[src/sv/ebc_pkg.sv]
// ebc_pkg: shared types, constants and opcode decode for the execute core
// used by ebc_ctrl, ebc_dp and eight_bit_cpu_execute_core; no dependencies
package ebc_pkg;

  // transaction modes
  typedef enum logic [1:0] {
    MODE_WRITE = 2'd0,
    MODE_READ  = 2'd1,
    MODE_EXEC  = 2'd2,
    MODE_RESET = 2'd3
  } mode_e;

  // instruction classes seen by the sequencer
  typedef enum logic [3:0] {
    CLS_UNK,
    CLS_ST_IND,
    CLS_LD_IND,
    CLS_IMM1,
    CLS_IMM2,
    CLS_LD_RR,
    CLS_ALU,
    CLS_INC_DEC,
    CLS_ADD_HL,
    CLS_CTL
  } op_cls_e;

  // controller states
  typedef enum logic [4:0] {
    ST_CLEAR,
    ST_IDLE,
    ST_MEM_WR,
    ST_MEM_RD,
    ST_RST_REGS,
    ST_RD_IE,
    ST_RD_IF,
    ST_IRQ_CHK,
    ST_PUSH_LO,
    ST_RD_IF2,
    ST_WR_IF,
    ST_FETCH,
    ST_DECODE,
    ST_HL_RD,
    ST_EXEC,
    ST_IMM1,
    ST_IMM2,
    ST_IMMW,
    ST_IMMW2,
    ST_LDA,
    ST_FINISH,
    ST_DONE
  } state_e;

  // datapath commands, one per cycle
  typedef enum logic [4:0] {
    OP_NONE,
    OP_CLEAR,
    OP_ACCEPT,
    OP_MEM_WR,
    OP_MEM_RD,
    OP_RST_REGS,
    OP_RD_IE,
    OP_RD_IF,
    OP_IRQ_CHK,
    OP_PUSH_LO,
    OP_RD_IF2,
    OP_WR_IF,
    OP_FETCH,
    OP_DECODE,
    OP_HL_RD,
    OP_EXEC,
    OP_IMM1,
    OP_IMM2,
    OP_IMMW,
    OP_IMMW2,
    OP_LDA,
    OP_FINISH,
    OP_OUT
  } dp_op_e;

  // status from datapath to controller
  typedef struct packed {
    logic    clr_last;
    logic    ime;
    logic    pend_any;
    op_cls_e new_cls;
    logic    new_need_hl;
    op_cls_e cur_cls;
    logic    cur_load_a;
  } status_t;

  // named opcodes
  localparam logic [7:0] OPC_DI      = 8'hF3;
  localparam logic [7:0] OPC_EI      = 8'hFB;
  localparam logic [7:0] OPC_LDH_N_A = 8'hE0;
  localparam logic [7:0] OPC_LDH_A_N = 8'hF0;
  localparam logic [7:0] OPC_ADD_SP  = 8'hE8;
  localparam logic [7:0] OPC_LD_NN_A = 8'hEA;
  localparam logic [7:0] OPC_LD_A_NN = 8'hFA;
  localparam logic [7:0] OPC_JP      = 8'hC3;
  localparam logic [7:0] OPC_LD_HL_N = 8'h36;

  // fixed addresses and reset values
  localparam logic [15:0] ADDR_IE   = 16'hFFFF;
  localparam logic [15:0] ADDR_IF   = 16'hFF0F;
  localparam logic [7:0]  HIGH_PAGE = 8'hFF;
  localparam logic [15:0] VEC_BASE  = 16'h0040;
  localparam logic [15:0] SP_RESET  = 16'hFFFE;
  localparam logic [15:0] PC_RESET  = 16'h0100;
  localparam logic [15:0] CLR_LAST  = 16'hFFFF;
  localparam logic [2:0]  IDX_HL    = 3'd6;

  // opcode class
  function automatic op_cls_e decode_op(input logic [7:0] op);
    op_cls_e cls;
    case (op) inside
      8'h02, 8'h12, 8'h22, 8'h32, 8'hE2: cls = CLS_ST_IND;
      8'h0A, 8'h1A, 8'h2A, 8'h3A, 8'hF2: cls = CLS_LD_IND;
      OPC_LDH_N_A, OPC_LDH_A_N, OPC_ADD_SP,
      8'hC6, 8'hCE, 8'hD6, 8'hDE, 8'hE6, 8'hEE, 8'hF6, 8'hFE: cls = CLS_IMM1;
      OPC_LD_A_NN, OPC_LD_NN_A, OPC_JP: cls = CLS_IMM2;
      8'h09, 8'h19, 8'h29, 8'h39: cls = CLS_ADD_HL;
      OPC_DI, OPC_EI: cls = CLS_CTL;
      default: begin
        if (op[7:6] == 2'b01 && op[5:3] != IDX_HL) begin
          cls = CLS_LD_RR;
        end else if (op[7:6] == 2'b10) begin
          cls = CLS_ALU;
        end else if (op[7:6] == 2'b00 && (op[2:0] == 3'd4 || op[2:0] == 3'd5)) begin
          cls = CLS_INC_DEC;
        end else if (op[7:6] == 2'b00 && op[2:0] == 3'd6 && op != OPC_LD_HL_N) begin
          cls = CLS_IMM1;
        end else begin
          cls = CLS_UNK;
        end
      end
    endcase
    return cls;
  endfunction

  // operand comes from the byte at HL
  function automatic logic need_hl(input logic [7:0] op);
    op_cls_e cls;
    cls = decode_op(op);
    return ((cls == CLS_LD_RR || cls == CLS_ALU) && op[2:0] == IDX_HL) ||
           (cls == CLS_INC_DEC && op[5:3] == IDX_HL);
  endfunction

  // instruction ends by loading A from a memory read
  function automatic logic load_a(input logic [7:0] op);
    logic r;
    case (op) inside
      8'h0A, 8'h1A, 8'h2A, 8'h3A, 8'hF2, OPC_LDH_A_N, OPC_LD_A_NN: r = 1'b1;
      default: r = 1'b0;
    endcase
    return r;
  endfunction

endpackage

[src/sv/ebc_ctrl.sv]
// ebc_ctrl: sequencer state machine of the execute core
// depends on ebc_pkg; drives one datapath command per cycle
module ebc_ctrl (
  input  logic             clk_i,
  input  logic             rst_ni,
  input  logic             in_valid_i,
  input  logic [1:0]       in_mode_i,
  input  logic             out_ready_i,
  input  ebc_pkg::status_t status_i,
  output logic             in_ready_o,
  output logic             out_valid_o,
  output ebc_pkg::dp_op_e  op_o
);

  ebc_pkg::state_e state_q, state_d;
  logic out_valid_q, out_valid_d;
  logic out_free;

  assign out_free = !out_valid_q || out_ready_i;

  // next state
  always_comb begin
    state_d = state_q;
    case (state_q)
      ebc_pkg::ST_CLEAR: begin
        if (status_i.clr_last) state_d = ebc_pkg::ST_IDLE;
      end
      ebc_pkg::ST_IDLE: begin
        if (in_valid_i) begin
          case (in_mode_i)
            ebc_pkg::MODE_WRITE: state_d = ebc_pkg::ST_MEM_WR;
            ebc_pkg::MODE_READ:  state_d = ebc_pkg::ST_MEM_RD;
            ebc_pkg::MODE_EXEC:
              state_d = status_i.ime ? ebc_pkg::ST_RD_IE : ebc_pkg::ST_FETCH;
            default: state_d = ebc_pkg::ST_RST_REGS;
          endcase
        end
      end
      ebc_pkg::ST_MEM_WR, ebc_pkg::ST_MEM_RD, ebc_pkg::ST_RST_REGS:
        state_d = ebc_pkg::ST_DONE;
      ebc_pkg::ST_RD_IE: state_d = ebc_pkg::ST_RD_IF;
      ebc_pkg::ST_RD_IF: state_d = ebc_pkg::ST_IRQ_CHK;
      ebc_pkg::ST_IRQ_CHK:
        state_d = status_i.pend_any ? ebc_pkg::ST_PUSH_LO : ebc_pkg::ST_FETCH;
      ebc_pkg::ST_PUSH_LO: state_d = ebc_pkg::ST_RD_IF2;
      ebc_pkg::ST_RD_IF2:  state_d = ebc_pkg::ST_WR_IF;
      ebc_pkg::ST_WR_IF:   state_d = ebc_pkg::ST_FETCH;
      ebc_pkg::ST_FETCH:   state_d = ebc_pkg::ST_DECODE;
      ebc_pkg::ST_DECODE: begin
        if (status_i.new_cls == ebc_pkg::CLS_IMM1 || status_i.new_cls == ebc_pkg::CLS_IMM2) begin
          state_d = ebc_pkg::ST_IMM1;
        end else if (status_i.new_need_hl) begin
          state_d = ebc_pkg::ST_HL_RD;
        end else begin
          state_d = ebc_pkg::ST_EXEC;
        end
      end
      ebc_pkg::ST_HL_RD: state_d = ebc_pkg::ST_EXEC;
      ebc_pkg::ST_IMM1:
        state_d = (status_i.cur_cls == ebc_pkg::CLS_IMM2) ? ebc_pkg::ST_IMM2 : ebc_pkg::ST_IMMW;
      ebc_pkg::ST_IMM2: state_d = ebc_pkg::ST_IMMW2;
      ebc_pkg::ST_EXEC, ebc_pkg::ST_IMMW, ebc_pkg::ST_IMMW2:
        state_d = status_i.cur_load_a ? ebc_pkg::ST_LDA : ebc_pkg::ST_FINISH;
      ebc_pkg::ST_LDA:    state_d = ebc_pkg::ST_FINISH;
      ebc_pkg::ST_FINISH: state_d = ebc_pkg::ST_DONE;
      ebc_pkg::ST_DONE: begin
        if (out_free) state_d = ebc_pkg::ST_IDLE;
      end
      default: state_d = ebc_pkg::ST_IDLE;
    endcase
  end

  // outputs per state
  always_comb begin
    op_o       = ebc_pkg::OP_NONE;
    in_ready_o = 1'b0;
    case (state_q)
      ebc_pkg::ST_CLEAR: op_o = ebc_pkg::OP_CLEAR;
      ebc_pkg::ST_IDLE: begin
        in_ready_o = 1'b1;
        if (in_valid_i) op_o = ebc_pkg::OP_ACCEPT;
      end
      ebc_pkg::ST_MEM_WR:   op_o = ebc_pkg::OP_MEM_WR;
      ebc_pkg::ST_MEM_RD:   op_o = ebc_pkg::OP_MEM_RD;
      ebc_pkg::ST_RST_REGS: op_o = ebc_pkg::OP_RST_REGS;
      ebc_pkg::ST_RD_IE:    op_o = ebc_pkg::OP_RD_IE;
      ebc_pkg::ST_RD_IF:    op_o = ebc_pkg::OP_RD_IF;
      ebc_pkg::ST_IRQ_CHK:  op_o = ebc_pkg::OP_IRQ_CHK;
      ebc_pkg::ST_PUSH_LO:  op_o = ebc_pkg::OP_PUSH_LO;
      ebc_pkg::ST_RD_IF2:   op_o = ebc_pkg::OP_RD_IF2;
      ebc_pkg::ST_WR_IF:    op_o = ebc_pkg::OP_WR_IF;
      ebc_pkg::ST_FETCH:    op_o = ebc_pkg::OP_FETCH;
      ebc_pkg::ST_DECODE:   op_o = ebc_pkg::OP_DECODE;
      ebc_pkg::ST_HL_RD:    op_o = ebc_pkg::OP_HL_RD;
      ebc_pkg::ST_EXEC:     op_o = ebc_pkg::OP_EXEC;
      ebc_pkg::ST_IMM1:     op_o = ebc_pkg::OP_IMM1;
      ebc_pkg::ST_IMM2:     op_o = ebc_pkg::OP_IMM2;
      ebc_pkg::ST_IMMW:     op_o = ebc_pkg::OP_IMMW;
      ebc_pkg::ST_IMMW2:    op_o = ebc_pkg::OP_IMMW2;
      ebc_pkg::ST_LDA:      op_o = ebc_pkg::OP_LDA;
      ebc_pkg::ST_FINISH:   op_o = ebc_pkg::OP_FINISH;
      ebc_pkg::ST_DONE: begin
        if (out_free) op_o = ebc_pkg::OP_OUT;
      end
      default: op_o = ebc_pkg::OP_NONE;
    endcase
  end

  // result valid flag
  always_comb begin
    if (op_o == ebc_pkg::OP_OUT) begin
      out_valid_d = 1'b1;
    end else if (out_ready_i) begin
      out_valid_d = 1'b0;
    end else begin
      out_valid_d = out_valid_q;
    end
  end

  assign out_valid_o = out_valid_q;

  always_ff @(posedge clk_i or negedge rst_ni) begin
    if (!rst_ni) begin
      state_q     <= ebc_pkg::ST_CLEAR;
      out_valid_q <= 1'b0;
    end else begin
      state_q     <= state_d;
      out_valid_q <= out_valid_d;
    end
  end

endmodule

[config.mk]
export PLATFORM = sky130hd
export DESIGN_NAME = ebc_ctrl
export DESIGN_NICKNAME = d
export VERILOG_FILES = /design/src/sv/ebc_pkg.sv /design/src/sv/ebc_ctrl.sv
export SDC_FILE = /design/constraint.sdc
export NUM_CORES = 1
export LEC_CHECK = 0
export BUFFER_PORTS_ARGS = -buffer_cell sky130_fd_sc_hd__buf_2
export CORE_MARGIN = 3
export CORE_UTILIZATION = 38
export DETAILED_ROUTE_END_ITERATION = 7
export PLACE_DENSITY = 0.59
export SYNTH_ARGS = -nofsm -noshare
export SYNTH_HDL_FRONTEND = slang
export SYNTH_SLANG_ARGS = --single-unit
[constraint.sdc]
create_clock -name clk_i -period 2.4 [get_ports clk_i]
set_clock_uncertainty 0.05 [all_clocks]
set_input_delay 0.48 -clock clk_i [delete_from_list [all_inputs] [get_ports clk_i]]
set_output_delay 0.48 -clock clk_i [all_outputs]
set_load 0.1 [all_outputs]
==> summary.md, run 1 <==
| Metric | Value |
|---|---|
| Outcome | finished, final reports clean |
| Vias in the first global route | approximately 880 |
| Synth top cells by count | 11 x a21oi_1, 7 x nand2_1, 7 x nor2_1, 6 x buf_2, 6 x dfrtp_1 |
| Syn Area/Cell | 7.69 µm² |
| Largest net degree at the start of global routing | 19 |
| GRT overflow | 0 |
| Clock Sinks | 6 |
| Share of the synthesized area in the top cell type | 18.1% |
| Ports | 26 |
| Dpl cells | between 150 and 200 |
| Compound-Gate Fraction of Synth Area | about a third |
| DR DRC count | 0 |
| Max-Slew Margin vs Limit | approximately two thirds |
| Core Util, Final | 55.8% |
| Worst hold path type | primary input to register |
| Ys Warns | 0 |
| Die Ht | 52.8 µm |
| Multiplexer share of the synthesized area | 1.20% |
| Diodes inserted | 0 |
| Xor and xnor area share after synthesis | 0% |
| Gate Count Post-Synth | around 110 |
| Most common cell in the netlist | a21oi_1 |
| Max Cap Viol | 0 |
| Critical path class | register to primary output |
| Via count | 933 |
| Sequential-to-total area share from yosys stat | between 15 and 20% |
| Minimum clock period after layout | 2.32 ns |
| CTS tree | yes |
| H-tree level count | 1 |
| Req. time, crit path | 1.87 ns |
| Final cycle utilization of the critical path | 96.8% |
| Final Max Tran Viols | 0 |
| RD Place Congestion | 0.870 |
| Mapped Area | 831 µm² |
| Async SR Flop Fraction | between 90% and 100% |
| Port Buf Inserts | 25 |
| Filler Cell Count | 207 |
| Die Area | 2780 µm² |
| Iter 0 DRT Violations | 18 |
| Non-filler cells, final | 163 |
| Largest family of logic cells by synthesized area | simple AND/OR/NAND/NOR gates |
| Fmax | between 400 and 500 MHz |
| Unrepaired setup endpoints after global routing | false |
| CTS root buf | clkbuf_4 |
| Crit path capture type | primary output |
| Cell row count | 16 |
| Largest area contributor in the netlist | dfrtp_1 |
| Clock Latency Late Sink | approximately 0.24 ns |
| Area growth syn-to-layout | 35.8% |
| Tot GR Track Use | between 15 and 20% |
| First-pass detailed-route iteration total | 4 |
| Via density per instance | 5.72 |
| Initial core utilization | 41.1% |
| Least-Margin Pin Slew | 0.519 ns |
| Share of cells above drive strength 1 | 34.6% |
| Yosys reg bits | 6 |
| EDFF count, synth | 0 |
| Core footprint | 2020 µm² |
| Clock buffer depth | 2 |
| Final setup fails | 0 |
| CP startpoint kind | register |
| Routed WL | between 2000 and 2500 µm |
| Wire length per cell | 13.9 µm |
| Final Net Count | 160 |
| Die Width | around 53 µm |
| Clk slew on worst S/H paths | 0.05 ns |
| CP arrival | 1.79 ns |
| Final hold vios | 0 |
| Most used DFF post-synth | dfrtp_1 |
| First-pass GRT wire length | 3730 µm |
| Post-CTS Setup Bufs | 0 |
| Post-synthesis simple-gate area fraction | around a third |
| Detail Route Antenna Nets | 0 |
| Distinct cells, synth | 45 |
| Antenna violations before repair | 0 |
| Peak fanout along the critical path | 8 |
| Total CTS buffers | 3 |
| Post-DP HPWL | 1740 µm |
| Syn Nets | 131 |
| Adder-cell share of the synthesized area | 6.02% |
| Largest cells by area after synthesis | dfrtp_1 18%, a21oi_1 6.6%, ha_1 6.0%, buf_2 3.6%, a21o_1 3.6% |
critical path, stage by stage, from the launching register on:
cell and delay [ns]:
dfrtp_1 0.47, buf_4 0.21, or3_4 0.36, nor2_2 0.08
buf_2 0.42
worst paths after layout:
path                       slack [ns]              startpoint                       to  cells past startpoint
setup / recovery                 0.08  state_q[4]$_DFFE_PN0P_               in_ready_o                      4
min in group asynchronous        0.53                  rst_ni   state_q[4]$_DFFE_PN0P_                      2
hold reg to reg                  0.67  state_q[3]$_DFFE_PN0P_   state_q[4]$_DFFE_PN0P_                      1
hold / removal                   0.51            status_i[12]   state_q[0]$_DFFE_PN0P_                      3
max in group asynchronous        1.61                  rst_ni  out_valid_o$_DFFE_PN0P_                      2
setup reg to reg                 0.65  state_q[4]$_DFFE_PN0P_   state_q[2]$_DFFE_PN0P_                      5
cells by family (layout without fill, tap and decap cells):
group | Yosys count | in the layout
buffers and inverters | 13 | 41
and+or+nand+nor | 43 | 43
muxes | 1 | 1
DFF | 6 | 6
adders and majority gates | 4 | 4
AOI/OAI and AO/OA | 41 | 41
layout by cell type, fill, tap and decap left out, types with 2 or more instances in the layout:
master / netlist / final
o21a_1: 2 / 2
nand2b_1: 4 / 4
nor4b_1: 2 / 2
buf_4: 2 / 7
nor2b_1: 3 / 3
o21ai_1: 4 / 4
inv_1: 3 / 3
nand3_1: 2 / 2
a21o_1: 4 / 4
a21oi_2: 0 / 2
clkbuf_4: 0 / 3
a21oi_1: 11 / 9
nor3b_1: 2 / 2
a31oi_1: 3 / 3
nor2_1: 7 / 6
ha_1: 4 / 4
o21ai_0: 3 / 3
nand2_1: 7 / 7
or2_1: 2 / 2
buf_2: 6 / 21
buf_12: 0 / 4
dfrtp_1: 6 / 3
a211oi_1: 3 / 3
nand3b_1: 4 / 4
dfrtp_2: 0 / 3
layout make-up:
cell class	count	area (µm²)	area share (%)
clock buffers	4	26.3	2.33
inverters	4	15.0	1.33
multi-input cells	89	652	57.8
flip-flops and latches	6	154	13.6
well taps	27	33.8	2.99
repair buffers	33	248	22.0
layer usage:
metal / part of all wire [%] / vias to the layer above / global-route usage (%)
li1: - / 462 / -
met1: 45 / 437 / 23.0
met2: 49 / 34 / 31.0
met3: 6.2 / 0 / 4.27
met4: 0 / 0 / 2.55
met5: 0 / - / 0
through the flow:
stage	hold slack, ns	TNS, ns	setup WS [ns]	instance area, µm²
floorplan	0.134	-0.227	-0.227	875
global placement	0.256	0	0.253	1090
detailed placement	0.259	0	0.240	1090
CTS	0.500	0	0.00589	1130
global route	0.525	0	0.000250	1130
finish	0.514	0	0.0759	1130
flip-flops by register name, summed over array words and instances, names as in the netlist:
signal,flops
state_q,5
out_valid_o,1
repair_timing:
action	4_1_cts	5_1_grt
hold buffers	1	0
setup endpoints to repair	0	5
resized for setup	0	2
endpoints found under the hold margin	6	0
Power of run 1 is not shown: default switching activity piles up to over one toggle a cycle in this logic, so the estimate is an artifact.
==> inputs of run 2 (changes only) <==
CORE_UTILIZATION = 50   (was 38)
CTS_BUF_LIST = sky130_fd_sc_hd__clkbuf_2   (was not set)
PLACE_DENSITY = 0.75   (was 0.59)
==> run 2 against run 1 <==
Via count increased by 1.6%. Core utilization increased by 15 points. First-iteration DRC count increased by 110%. Final cell count decreased by 8.0%. Global-route usage increased by 4.2 points. Routed wire length decreased by 2.7%. Largest cell class unchanged. Maximum frequency increased by 1.6%.
==> summary.md, run 2 (synthesis gave the netlist of run 1 again) <==
| Metric | Value |
|---|---|
| Final setup fails | 0 (unchanged) |
| Iter 0 DRT Violations | 38 (+20) |
| CTS root buf | clkbuf_2 |
| Unrepaired setup endpoints after global routing | false |
| CP startpoint kind | register |
| Routed WL | 2200 µm (-2.7%) |
| GRT overflow | 0 (unchanged) |
| R2R Path End | state_q[2]$_DFFE_PN0P_ |
| Clk slew on worst S/H paths | 0.07 ns (+0.02 ns) |
| Via density per instance | 6.32 (+10%) |
| Cells along the critical path | buf_4, mux2i_1, nor2b_1, a2111oi_4, buf_12 |
| Worst path top cell family by delay | flip-flops |
| Clock Sinks | 6 (unchanged) |
| Detail Route Antenna Nets | 0 (unchanged) |
| Final Net Count | 158 (-1.3%) |
| RD Place Congestion | 0.936 (+7.6%) |
| Vias in the first global route | 872 (-1.0%) |
| Die Ht | 46.8 µm (-11%) |
| Crit path capture type | primary output |
| Most frequent cells in the layout | 21 x buf_2, 9 x a21oi_1, 7 x nand2_1 |
| Least-Margin Pin Slew | 0.489 ns (-0.0299 ns) |
| Largest register FFs | 5 (unchanged) |
| First-pass detailed-route iteration total | 4 (unchanged) |
| WHS Endpoint | state_q[0]$_DFFE_PN0P_ |
| Die Width | 46.8 µm (-11%) |
| Reg2Reg Setup Slack | 0.67 ns (+0.02 ns) |
| Register with the most flip-flops | state_q |
| Tot GR Track Use | 22.2% (+4.2 points) |
| Fin Hold WS | 0.517 ns (+0.00247 ns) |
| Die Area | 2190 µm² (-21%) |
| Worst hold start | status_i[12] |
| DR DRC count | 0 (unchanged) |
| Commonest non-fill, non-tap cell in the layout | buf_2 |
| Fmax | 437 MHz (+1.6%) |
| Final Max Tran Viols | 0 (unchanged) |
| Max stage delay cell, worst path | dfrtp_2 |
| Final setup TNS | 0 ns (unchanged) |
| Worst hold path type | primary input to register |
| CP arrival | 1.76 ns (-0.03 ns) |
| Total CTS buffers | 3 (unchanged) |
| Largest net degree at the start of global routing | 19 (unchanged) |
| Final cycle utilization of the critical path | 95.3% (-1.5 points) |
| Core footprint | 1540 µm² (-24%) |
| Minimum clock period after layout | 2.29 ns (-0.0359 ns) |
| Req. time, crit path | 1.87 ns (about the same) |
| Hold-critical path depth | 3 (unchanged) |
| CTS tree | yes |
| Clock buffer depth | 2 (unchanged) |
| Worst stage delay on the critical path | 0.47 ns (about the same) |
| Post-DP HPWL | 1740 µm (-0.25%) |
| Peak fanout along the critical path | 12 (+4) |
| R2R cell count | 4 (-1) |
| Final hold vios | 0 (unchanged) |
| Cell row count | 14 (-2) |
| Clock Latency Late Sink | 0.23 ns (about the same) |
| Max Cap Viol | 0 (unchanged) |
| Port Buf Inserts | 25 (unchanged) |
| Ports | 26 (unchanged) |
| Diodes inserted | 0 (unchanged) |
| Antenna violations before repair | 0 (unchanged) |
| Via count | 948 (+1.6%) |
| H-tree level count | 1 (unchanged) |
| Critical path class | register to primary output |
| Area growth syn-to-layout | 31.6% |
| Post-CTS Setup Bufs | 0 (unchanged) |
| Outcome | finished, final reports clean |
| Share of cells above drive strength 1 | 34.3% (-0.23 points) |
| WP buf/inv | 2 (unchanged) |
| First-pass GRT wire length | 3550 µm (-4.8%) |
| Wire length per cell | 14.7 µm (+5.7%) |
| Worst r2r src | state_q[3]$_DFFE_PN0P_ |
| Initial core utilization | 53.9% (+13 points) |
| Max-Slew Margin vs Limit | 67.6% (+2.2 points) |
==> run 2: per-layer routing <==
layer / global-route usage (%) / routed length, µm / vias up
li1: - / - / 459
met1: 29.1 / 921 / 442
met2: 38.2 / 1090 / 43
met3: 1.53 / 161 / 4
met4: 7.73 / 22 / 0
met5: 0 / 0 / -
==> run 2: how the worst max path moves through the flow <==
stage | startpoint | to | cells after the start
2_1_floorplan | out_valid_o$_DFFE_PN0P_ | op_o[2] | 4
3_3_place_gp | out_ready_i | op_o[2] | 6
3_5_place_dp | state_q[3]$_DFFE_PN0P_ | op_o[1] | 5
4_1_cts | state_q[3]$_DFFE_PN0P_ | op_o[1] | 5
5_1_grt | state_q[4]$_DFFE_PN0P_ | op_o[2] | 5
6_report | state_q[4]$_DFFE_PN0P_ | op_o[2] | 5
==> run 2: timing repair <==
action,CTS,global route
setup endpoints to repair,0,3
hold endpoints to repair,0,3
hold buffers,0,1
resized for setup,0,2
==> run 2: final cells by class <==
cell class              count  area [µm²]
multi-input cells          89         652
fillers                   138         448
repair buffers             31         233
flip-flops and latches      6         154
clock buffers               4        20.0
well taps                  16        20.0
inverters                   4        15.0
==> run 2: metrics by stage <==
stage / setup WS [ns] / instance area (µm²) / cells / utilization [%]
3_5_place_dp: 0.281 / 1060 / 145 / 68.8
3_3_place_gp: 0.298 / 1060 / 145 / 68.8
2_1_floorplan: -0.227 / 875 / 108 / -
5_1_grt: 0.0361 / 1090 / 150 / 70.9
6_report: 0.112 / 1090 / 150 / 70.9
4_1_cts: 0.0316 / 1080 / 149 / 70.1
==> run 2: worst min-delay path: stages <==
cell and delay [ns]:
buf_2 0.07, nor4_1 0.04, a31oi_1 0.15
Power of run 2 is left out for the same reason.
